===== src/hw/rtl/spps_pkg.sv =====
// Shared types and constants for the shell pair proximity screen.
package spps_pkg;

    // Default shell capacity of one list
    localparam int MAX_SHELLS_DEF = 64;

    // Field widths
    localparam int COORD_W  = 32;
    localparam int EXTENT_W = 31;
    localparam int PAIR_W   = 12;
    localparam int CFG_IDX_W = 3;
    localparam int CFG_DATA_W = 32;

    // Configuration register indexes
    localparam logic [CFG_IDX_W-1:0] CFG_CENTER_X     = 3'd0;
    localparam logic [CFG_IDX_W-1:0] CFG_CENTER_Y     = 3'd1;
    localparam logic [CFG_IDX_W-1:0] CFG_CENTER_Z     = 3'd2;
    localparam logic [CFG_IDX_W-1:0] CFG_BATCH_RADIUS = 3'd3;
    localparam logic [CFG_IDX_W-1:0] CFG_MARGIN       = 3'd4;

    // Pair classes
    localparam logic CLASS_BOTH = 1'b0;
    localparam logic CLASS_ONE  = 1'b1;

    // Input word: one shell
    typedef struct packed {
        logic                       first;
        logic signed [COORD_W-1:0]  origin_x;
        logic signed [COORD_W-1:0]  origin_y;
        logic signed [COORD_W-1:0]  origin_z;
        logic [EXTENT_W-1:0]        extent;
    } shell_word_t;

    // Output word: one screened pair
    typedef struct packed {
        logic [PAIR_W-1:0] pair_index;
        logic              pair_class;
        logic              overflow;
        logic              last;
    } pair_word_t;

endpackage


===== src/hw/rtl/shell_pair_proximity_screen_core.sv =====
// Top level of the shell pair proximity screen: distance test and pair walk.
//
//  channel | ports                          | word
//  --------+--------------------------------+-------------------------------
//  input   | s_valid, s_ready, s_data       | shell_word_t (one shell)
//  output  | m_valid, m_ready, m_data       | pair_word_t (one screened pair)
//  config  | cfg_we, cfg_index, cfg_data    | 32-bit register write
//
// Shell p is taken in IDLE, runs the near test (four passes of one shared 33x33
// squaring multiplier, each through DIFF, MUL and ACC), reads flags 0 to p (one
// flag read per cycle while no output stall holds the walk) and ends in FLUSH;
// s_ready is high only in IDLE. A shell beyond capacity goes to OVF instead.
// Output stalls hold the walk while a found pair waits for the output register.
// Reset clears the shell count, not the flags; entries above the count are never read.
module shell_pair_proximity_screen_core
    import spps_pkg::*;
#(
    parameter int MAX_SHELLS = MAX_SHELLS_DEF
) (
    input  logic                  aclk,
    input  logic                  aresetn,
    input  logic                  s_valid,
    output logic                  s_ready,
    input  shell_word_t           s_data,
    output logic                  m_valid,
    input  logic                  m_ready,
    output pair_word_t            m_data,
    input  logic                  cfg_we,
    input  logic [CFG_IDX_W-1:0]  cfg_index,
    input  logic [CFG_DATA_W-1:0] cfg_data
);

    localparam int AW     = $clog2(MAX_SHELLS);
    localparam int CNT_W  = $clog2(MAX_SHELLS + 1);
    localparam int OP_W   = 33;
    localparam int PROD_W = 2 * OP_W;

    // Sequencer states
    localparam logic [2:0] ST_IDLE  = 3'd0;
    localparam logic [2:0] ST_DIFF  = 3'd1;
    localparam logic [2:0] ST_MUL   = 3'd2;
    localparam logic [2:0] ST_ACC   = 3'd3;
    localparam logic [2:0] ST_WALK  = 3'd4;
    localparam logic [2:0] ST_FLUSH = 3'd5;
    localparam logic [2:0] ST_OVF   = 3'd6;

    // Operand selects of the squaring unit
    localparam logic [1:0] SEL_X     = 2'd0;
    localparam logic [1:0] SEL_Y     = 2'd1;
    localparam logic [1:0] SEL_Z     = 2'd2;
    localparam logic [1:0] SEL_REACH = 2'd3;

    // Magnitude of a signed 32-bit difference
    function automatic logic [OP_W-1:0] abs_diff(input logic signed [COORD_W-1:0] a,
                                                input logic signed [COORD_W-1:0] b);
        logic signed [OP_W-1:0] d;
        d = {a[COORD_W-1], a} - {b[COORD_W-1], b};
        return d[OP_W-1] ? $unsigned(-d) : $unsigned(d);
    endfunction

    // Configuration registers
    logic signed [COORD_W-1:0] cx_reg, cy_reg, cz_reg;
    logic [EXTENT_W-1:0]       radius_reg, margin_reg;

    // Sequencer and datapath registers
    logic [2:0]                state_reg, state_next;
    logic [1:0]                sel_reg, sel_next;
    logic signed [COORD_W-1:0] ox_reg, ox_next, oy_reg, oy_next, oz_reg, oz_next;
    logic [EXTENT_W-1:0]       ext_reg, ext_next;
    logic [OP_W-1:0]           op_reg, op_next;
    logic [PROD_W-1:0]         prod_reg, prod_next;
    logic [PROD_W-1:0]         acc_reg, acc_next;
    logic                      np_reg, np_next;
    logic [CNT_W-1:0]          cnt_reg, cnt_next;
    logic [PAIR_W-1:0]         base_reg, base_next;
    logic [CNT_W-1:0]          q_rd_reg, q_rd_next;
    logic [AW-1:0]             cur_q_reg, cur_q_next;
    logic                      dat_vld_reg, dat_vld_next;
    logic                      pend_vld_reg, pend_vld_next;
    pair_word_t                pend_reg, pend_next;
    logic                      m_valid_reg, m_valid_next;
    pair_word_t                m_data_reg, m_data_next;

    // Flag memory
    logic                      flag_mem [MAX_SHELLS];
    logic                      rd_flag_reg;
    logic                      mem_we, rd_en;

    logic                      near_now;
    logic                      out_free;
    logic                      hit, stall, iss_done;
    logic [CNT_W-1:0]          cnt_eff;

    assign s_ready  = (state_reg == ST_IDLE);
    assign m_valid  = m_valid_reg;
    assign m_data   = m_data_reg;
    assign out_free = !m_valid_reg || m_ready;
    assign near_now = (acc_reg < prod_reg);
    assign cnt_eff  = s_data.first ? '0 : cnt_reg;
    assign hit      = dat_vld_reg && (np_reg || rd_flag_reg);
    assign stall    = hit && pend_vld_reg && !out_free;
    assign iss_done = (q_rd_reg == cnt_reg + CNT_W'(1));

    // Write configuration registers
    always_ff @(posedge aclk) begin
        if (!aresetn) begin
            cx_reg     <= '0;
            cy_reg     <= '0;
            cz_reg     <= '0;
            radius_reg <= '0;
            margin_reg <= '0;
        end else if (cfg_we) begin
            case (cfg_index)
                CFG_CENTER_X:     cx_reg     <= cfg_data;
                CFG_CENTER_Y:     cy_reg     <= cfg_data;
                CFG_CENTER_Z:     cz_reg     <= cfg_data;
                CFG_BATCH_RADIUS: radius_reg <= cfg_data[EXTENT_W-1:0];
                CFG_MARGIN:       margin_reg <= cfg_data[EXTENT_W-1:0];
                default: ;
            endcase
        end
    end

    // Store this shell's flag, read one flag per walk step
    always_ff @(posedge aclk) begin
        if (mem_we) begin
            flag_mem[cnt_reg[AW-1:0]] <= near_now;
        end
        if (rd_en) begin
            rd_flag_reg <= flag_mem[q_rd_reg[AW-1:0]];
        end
    end

    // Sequencer: square and sum, compare, walk pairs, flush; report an overflow
    always_comb begin
        state_next    = state_reg;
        sel_next      = sel_reg;
        ox_next       = ox_reg;
        oy_next       = oy_reg;
        oz_next       = oz_reg;
        ext_next      = ext_reg;
        op_next       = op_reg;
        prod_next     = prod_reg;
        acc_next      = acc_reg;
        np_next       = np_reg;
        cnt_next      = cnt_reg;
        base_next     = base_reg;
        q_rd_next     = q_rd_reg;
        cur_q_next    = cur_q_reg;
        dat_vld_next  = dat_vld_reg;
        pend_vld_next = pend_vld_reg;
        pend_next     = pend_reg;
        m_valid_next  = m_valid_reg && !m_ready;
        m_data_next   = m_data_reg;
        mem_we        = 1'b0;
        rd_en         = 1'b0;

        case (state_reg)
            ST_IDLE: begin
                if (s_valid) begin
                    ox_next  = s_data.origin_x;
                    oy_next  = s_data.origin_y;
                    oz_next  = s_data.origin_z;
                    ext_next = s_data.extent;
                    acc_next = '0;
                    sel_next = SEL_X;
                    cnt_next = cnt_eff;
                    if (s_data.first) begin
                        base_next = '0;
                    end
                    if (cnt_eff >= CNT_W'(MAX_SHELLS)) begin
                        state_next = ST_OVF;
                    end else begin
                        state_next = ST_DIFF;
                    end
                end
            end
            ST_OVF: begin
                // drop the shell, report it once
                if (out_free) begin
                    m_valid_next           = 1'b1;
                    m_data_next.pair_index = '0;
                    m_data_next.pair_class = CLASS_BOTH;
                    m_data_next.overflow   = 1'b1;
                    m_data_next.last       = 1'b1;
                    state_next             = ST_IDLE;
                end
            end
            ST_DIFF: begin
                case (sel_reg)
                    SEL_X:   op_next = abs_diff(ox_reg, cx_reg);
                    SEL_Y:   op_next = abs_diff(oy_reg, cy_reg);
                    SEL_Z:   op_next = abs_diff(oz_reg, cz_reg);
                    default: op_next = {2'b00, radius_reg} + {2'b00, margin_reg}
                                       + {2'b00, ext_reg};
                endcase
                state_next = ST_MUL;
            end
            ST_MUL: begin
                prod_next  = op_reg * op_reg;
                state_next = ST_ACC;
            end
            ST_ACC: begin
                if (sel_reg != SEL_REACH) begin
                    acc_next   = acc_reg + prod_reg;
                    sel_next   = sel_reg + 2'd1;
                    state_next = ST_DIFF;
                end else begin
                    // squared distance against squared reach
                    np_next       = near_now;
                    mem_we        = 1'b1;
                    q_rd_next     = '0;
                    dat_vld_next  = 1'b0;
                    pend_vld_next = 1'b0;
                    state_next    = ST_WALK;
                end
            end
            ST_WALK: begin
                if (!stall) begin
                    // hold one found pair back until the next one shows
                    if (hit) begin
                        if (pend_vld_reg) begin
                            m_valid_next = 1'b1;
                            m_data_next  = pend_reg;
                        end
                        pend_vld_next        = 1'b1;
                        pend_next.pair_index = base_reg + PAIR_W'(cur_q_reg);
                        pend_next.pair_class = (np_reg && rd_flag_reg) ? CLASS_BOTH
                                                                       : CLASS_ONE;
                        pend_next.overflow   = 1'b0;
                        pend_next.last       = 1'b0;
                    end
                    // advance the flag read
                    if (!iss_done) begin
                        rd_en        = 1'b1;
                        cur_q_next   = q_rd_reg[AW-1:0];
                        q_rd_next    = q_rd_reg + CNT_W'(1);
                        dat_vld_next = 1'b1;
                    end else begin
                        dat_vld_next = 1'b0;
                        if (!dat_vld_reg) begin
                            state_next = ST_FLUSH;
                        end
                    end
                end
            end
            ST_FLUSH: begin
                // send the held pair as last, then advance the counters
                if (!pend_vld_reg || out_free) begin
                    if (pend_vld_reg) begin
                        m_valid_next     = 1'b1;
                        m_data_next      = pend_reg;
                        m_data_next.last = 1'b1;
                    end
                    pend_vld_next = 1'b0;
                    cnt_next      = cnt_reg + CNT_W'(1);
                    base_next     = base_reg + PAIR_W'(cnt_reg) + PAIR_W'(1);
                    state_next    = ST_IDLE;
                end
            end
            default: begin
                state_next = ST_IDLE;
            end
        endcase
    end

    // Control registers
    always_ff @(posedge aclk) begin
        if (!aresetn) begin
            state_reg    <= ST_IDLE;
            cnt_reg      <= '0;
            base_reg     <= '0;
            dat_vld_reg  <= 1'b0;
            pend_vld_reg <= 1'b0;
            m_valid_reg  <= 1'b0;
        end else begin
            state_reg    <= state_next;
            cnt_reg      <= cnt_next;
            base_reg     <= base_next;
            dat_vld_reg  <= dat_vld_next;
            pend_vld_reg <= pend_vld_next;
            m_valid_reg  <= m_valid_next;
        end
    end

    // Payload registers
    always_ff @(posedge aclk) begin
        sel_reg    <= sel_next;
        ox_reg     <= ox_next;
        oy_reg     <= oy_next;
        oz_reg     <= oz_next;
        ext_reg    <= ext_next;
        op_reg     <= op_next;
        prod_reg   <= prod_next;
        acc_reg    <= acc_next;
        np_reg     <= np_next;
        q_rd_reg   <= q_rd_next;
        cur_q_reg  <= cur_q_next;
        pend_reg   <= pend_next;
        m_data_reg <= m_data_next;
    end

`ifndef ASSERT_OFF
    a_cnt_bound: assert property (@(posedge aclk) disable iff (!aresetn)
        cnt_reg <= CNT_W'(MAX_SHELLS))
        else $error("shell count above capacity");

    a_ovf_word: assert property (@(posedge aclk) disable iff (!aresetn)
        m_valid_reg && m_data_reg.overflow |->
            m_data_reg.last && (m_data_reg.pair_index == '0))
        else $error("overflow word not a lone last word");

    a_walk_range: assert property (@(posedge aclk) disable iff (!aresetn)
        (state_reg == ST_WALK) |-> (q_rd_reg <= cnt_reg + CNT_W'(1)))
        else $error("flag read ran past the current shell");

    a_no_accept_busy: assert property (@(posedge aclk) disable iff (!aresetn)
        (state_reg == ST_WALK) && !iss_done |=> !s_ready)
        else $error("input taken during pair walk");
`endif

endmodule

===== config.mk =====
export PLATFORM = sky130hd
export DESIGN_NAME = shell_pair_proximity_screen_core
export DESIGN_NICKNAME = d
export VERILOG_FILES = /design/src/hw/rtl/spps_pkg.sv /design/src/hw/rtl/shell_pair_proximity_screen_core.sv
export SDC_FILE = /design/constraint.sdc
export NUM_CORES = 2
export LEC_CHECK = 0
export BUFFER_PORTS_ARGS = -buffer_cell sky130_fd_sc_hd__buf_2
export CAP_MARGIN = 15
export CORE_MARGIN = 3
export CORE_UTILIZATION = 70
export CTS_CLUSTER_SIZE = 8
export DETAILED_ROUTE_END_ITERATION = 8
export PLACE_DENSITY = 0.94
export SKIP_LAST_GASP = 1
export SYNTH_ARGS = -nofsm -noshare
export SYNTH_HDL_FRONTEND = slang
export SYNTH_SLANG_ARGS = --single-unit

===== constraint.sdc =====
create_clock -name aclk -period 12.2 [get_ports aclk]
set_input_delay 0.61 -clock aclk [delete_from_list [all_inputs] [get_ports aclk]]
set_output_delay 0.61 -clock aclk [all_outputs]
set_load 0.05 [all_outputs]

==> impl_metrics.yaml <==
run_status:
  status: "completed"
cts:
  htreeDepth: 3
  post_cts_buffers: 0
  cts_resized: 0
  tritoncts: "yes"
  clock_latency_ps: 690
  cts_buffers: 84
  cts-hold-fix-buffers: 0
  clk_pin_slew_worst_paths_ps: 70
  clk_path_buf_depth: 3
  cts_root_buf: "clkbuf_16"
  cts.sinks: 583
final_layout:
  layout-drive-gt1-share_pct: 5.841
  final_nets: 9023
  largest_reg_flops: 66
  area_growth_pct: 6.536
critical_path:
  required_ps: 12600
  crit-reg2reg-launch: "op_reg[25]"
  crit_buf_inv: 8
  cpPeakStageDelay_ps: 790
  setup.worst_path.start_class: "flip-flop"
  crit_start: "op_reg[25]"
  cp_max_fo: 19
  crit_slowest_cell: "edfxtp_1"
  arrival_ps: 10150
  end_kind: "flip-flop"
  path_class: "reg -> reg"
  crit_family: "adder cells"
  cpMostUsedCell: "fa_1"
logic_synthesis:
  synthesis.area_um2: 68360
  ys_seq_area_share_pct: 22.93
  synth-seq-cells: 583
  synth_top_cell_by_area: "fa_1"
  yosysWarningCount: 0
  async_reset_ff_share_pct: 0
  synth_fp_nets: 8975
  yosys.cell_count.top_type: "inv_1"
  syn_inst: 7358
  synth_top_area_share_pct: 26.24
  synth_edf_count: 400
  ys.flop_type: "edfxtp_1"
  avgSynthCellArea_um2: 9.291
  synth_cell_types: 99
  synthTopCellsByCount: "1448 x inv_1, 896 x fa_1, 805 x nand2_1"
  ys_top_cells_by_area: "fa_1 26%, edfxtp_1 18%, ha_1 10%"
timing:
  worstMarginPinSlew_ps: 1217
  fin_worst_skew_ps: 63.22
  setup_viol: 0
  hold_viol: 0
  rsz0062_at_grt: "no"
  setup_tns_ps: 0
  min_period_ps: 9749
  fmaxAchievable_mhz: 102.6
  relSlewSlack_pct: 17.80
  slew_viol_final: 0
  post-route-period-util_pct: 79.91
floorplanning:
  core-area_um2: 95860
  placementRows: 113
  dieWidth_um: 318.5
  initial_utilization_pct: 71.31
  pin_count: 185
  fp.dieH_um: 318.5
  dieArea_um2: 101400
global_routing:
  grt_max_degree: 95
  grtUsageTotal_pct: 38.03
  antenna_found_initial: 6
  first_global_vias: 58800
  grt_pass1_wl_mm: 305.0
  gr-total-overflow: 0
worst_hold_path:
  min_path_type: "in -> reg"
  hold_path.startpoint: "s_data[104]"
drt:
  drt_iter0_drc: 5974
  drc: 0
  wl_mm: 190.6
  firstDrtPassIters: 9
  ant_nets: 0
  vias_per_cell: 6.281
  detail_route.wl_per_cell_um: 21.83
  vias: 54840
placed_design:
  portBuffers: 184
  place.gp.congestion: 1.016
  dp_hpwl_mm: 142.9
run:
  max_cap_violations: 0
[layout make-up]
| type | instances | area [um2] |
|---|---|---|
| Clock buffer | 135 | 2346 |
| Tap cell | 1265 | 1583 |
| Fill cell | 5961 | 23030 |
| Sequential cell | 583 | 15680 |
| Clock inverter | 9 | 152.6 |
| Multi-Input combinational cell | 5040 | 46230 |
| Antenna cell | 3 | 7.507 |
| Timing Repair Buffer | 247 | 1396 |
| Inverter | 1450 | 5443 |
[placed cells by master (no fill, tap or decap), types with 43 or more instances in the layout]
master	synthesis	routed
buf_2	9	183
nor2_1	413	412
a21oi_1	315	315
fa_1	896	896
dfxtp_1	183	183
inv_1	1448	1448
nand4_1	43	43
xor2_1	108	108
nor2b_1	47	47
edfxtp_1	400	400
ha_1	553	552
and2_1	261	260
o21bai_1	68	67
nand2b_1	44	44
nor3_1	67	67
a21boi_0	166	166
xnor2_1	226	226
o21ai_0	179	179
nand2_1	805	805
a21o_1	132	132
nand3_1	96	94
clkbuf_16	0	86
clkbuf_1	264	48
buf_4	0	64
a31oi_1	46	46
[per-stage QoR]
| step | worst slack, ps | std cells | hold WS, ps | area (um2) | util [%] |
|---|---|---|---|---|---|
| floorplan | 4071 | 7358 | 424.4 | 68360 | - |
| global placement | 3062 | 8584 | 451.9 | 70310 | 73.35 |
| detailed placement | 2771 | 8584 | 458.4 | 70310 | 73.35 |
| CTS | 2727 | 8728 | 81.54 | 72810 | 75.96 |
| global route | 2075 | 8729 | 76.12 | 72820 | 75.97 |
| finish | 2451 | 8732 | 93.65 | 72830 | 75.97 |
[metal layers]
layer	part of all wire [%]	vias up	GRT usage [%]	wire [um]
met5	0.012	-	0	23
met4	8.1	4	26.08	15450
met3	10	1094	8.611	19590
met2	47	3448	62.21	89880
met1	34	26430	44.87	65690
li1	-	23870	-	-
[worst paths after layout]
| path | to | slack, ps | depth (start not counted) |
|---|---|---|---|
| max | prod_reg[63] | 2450 | 30 |
| max reg2reg | prod_reg[63] | 2450 | 30 |
| min reg2reg | cx_reg[11] | 460 | 2 |
| min | ox_reg[9] | 90 | 1 |
[kinds of logic after synthesis]
logic type | after synthesis | synth area share [%]
AOI/OAI and AO/OA | 1246 | 12.33
xor gates and xnor gates | 334 | 4.279
adders and majority gates | 1449 | 36.36
and+or+nand+nor | 1965 | 13.49
DFF | 583 | 22.93
buffers and inverters | 1735 | 9.543
muxes | 46 | 1.067
Power is left out: the tool's default activity adds up to more than one toggle a clock period on the data nets, which glitch-free logic cannot reach.
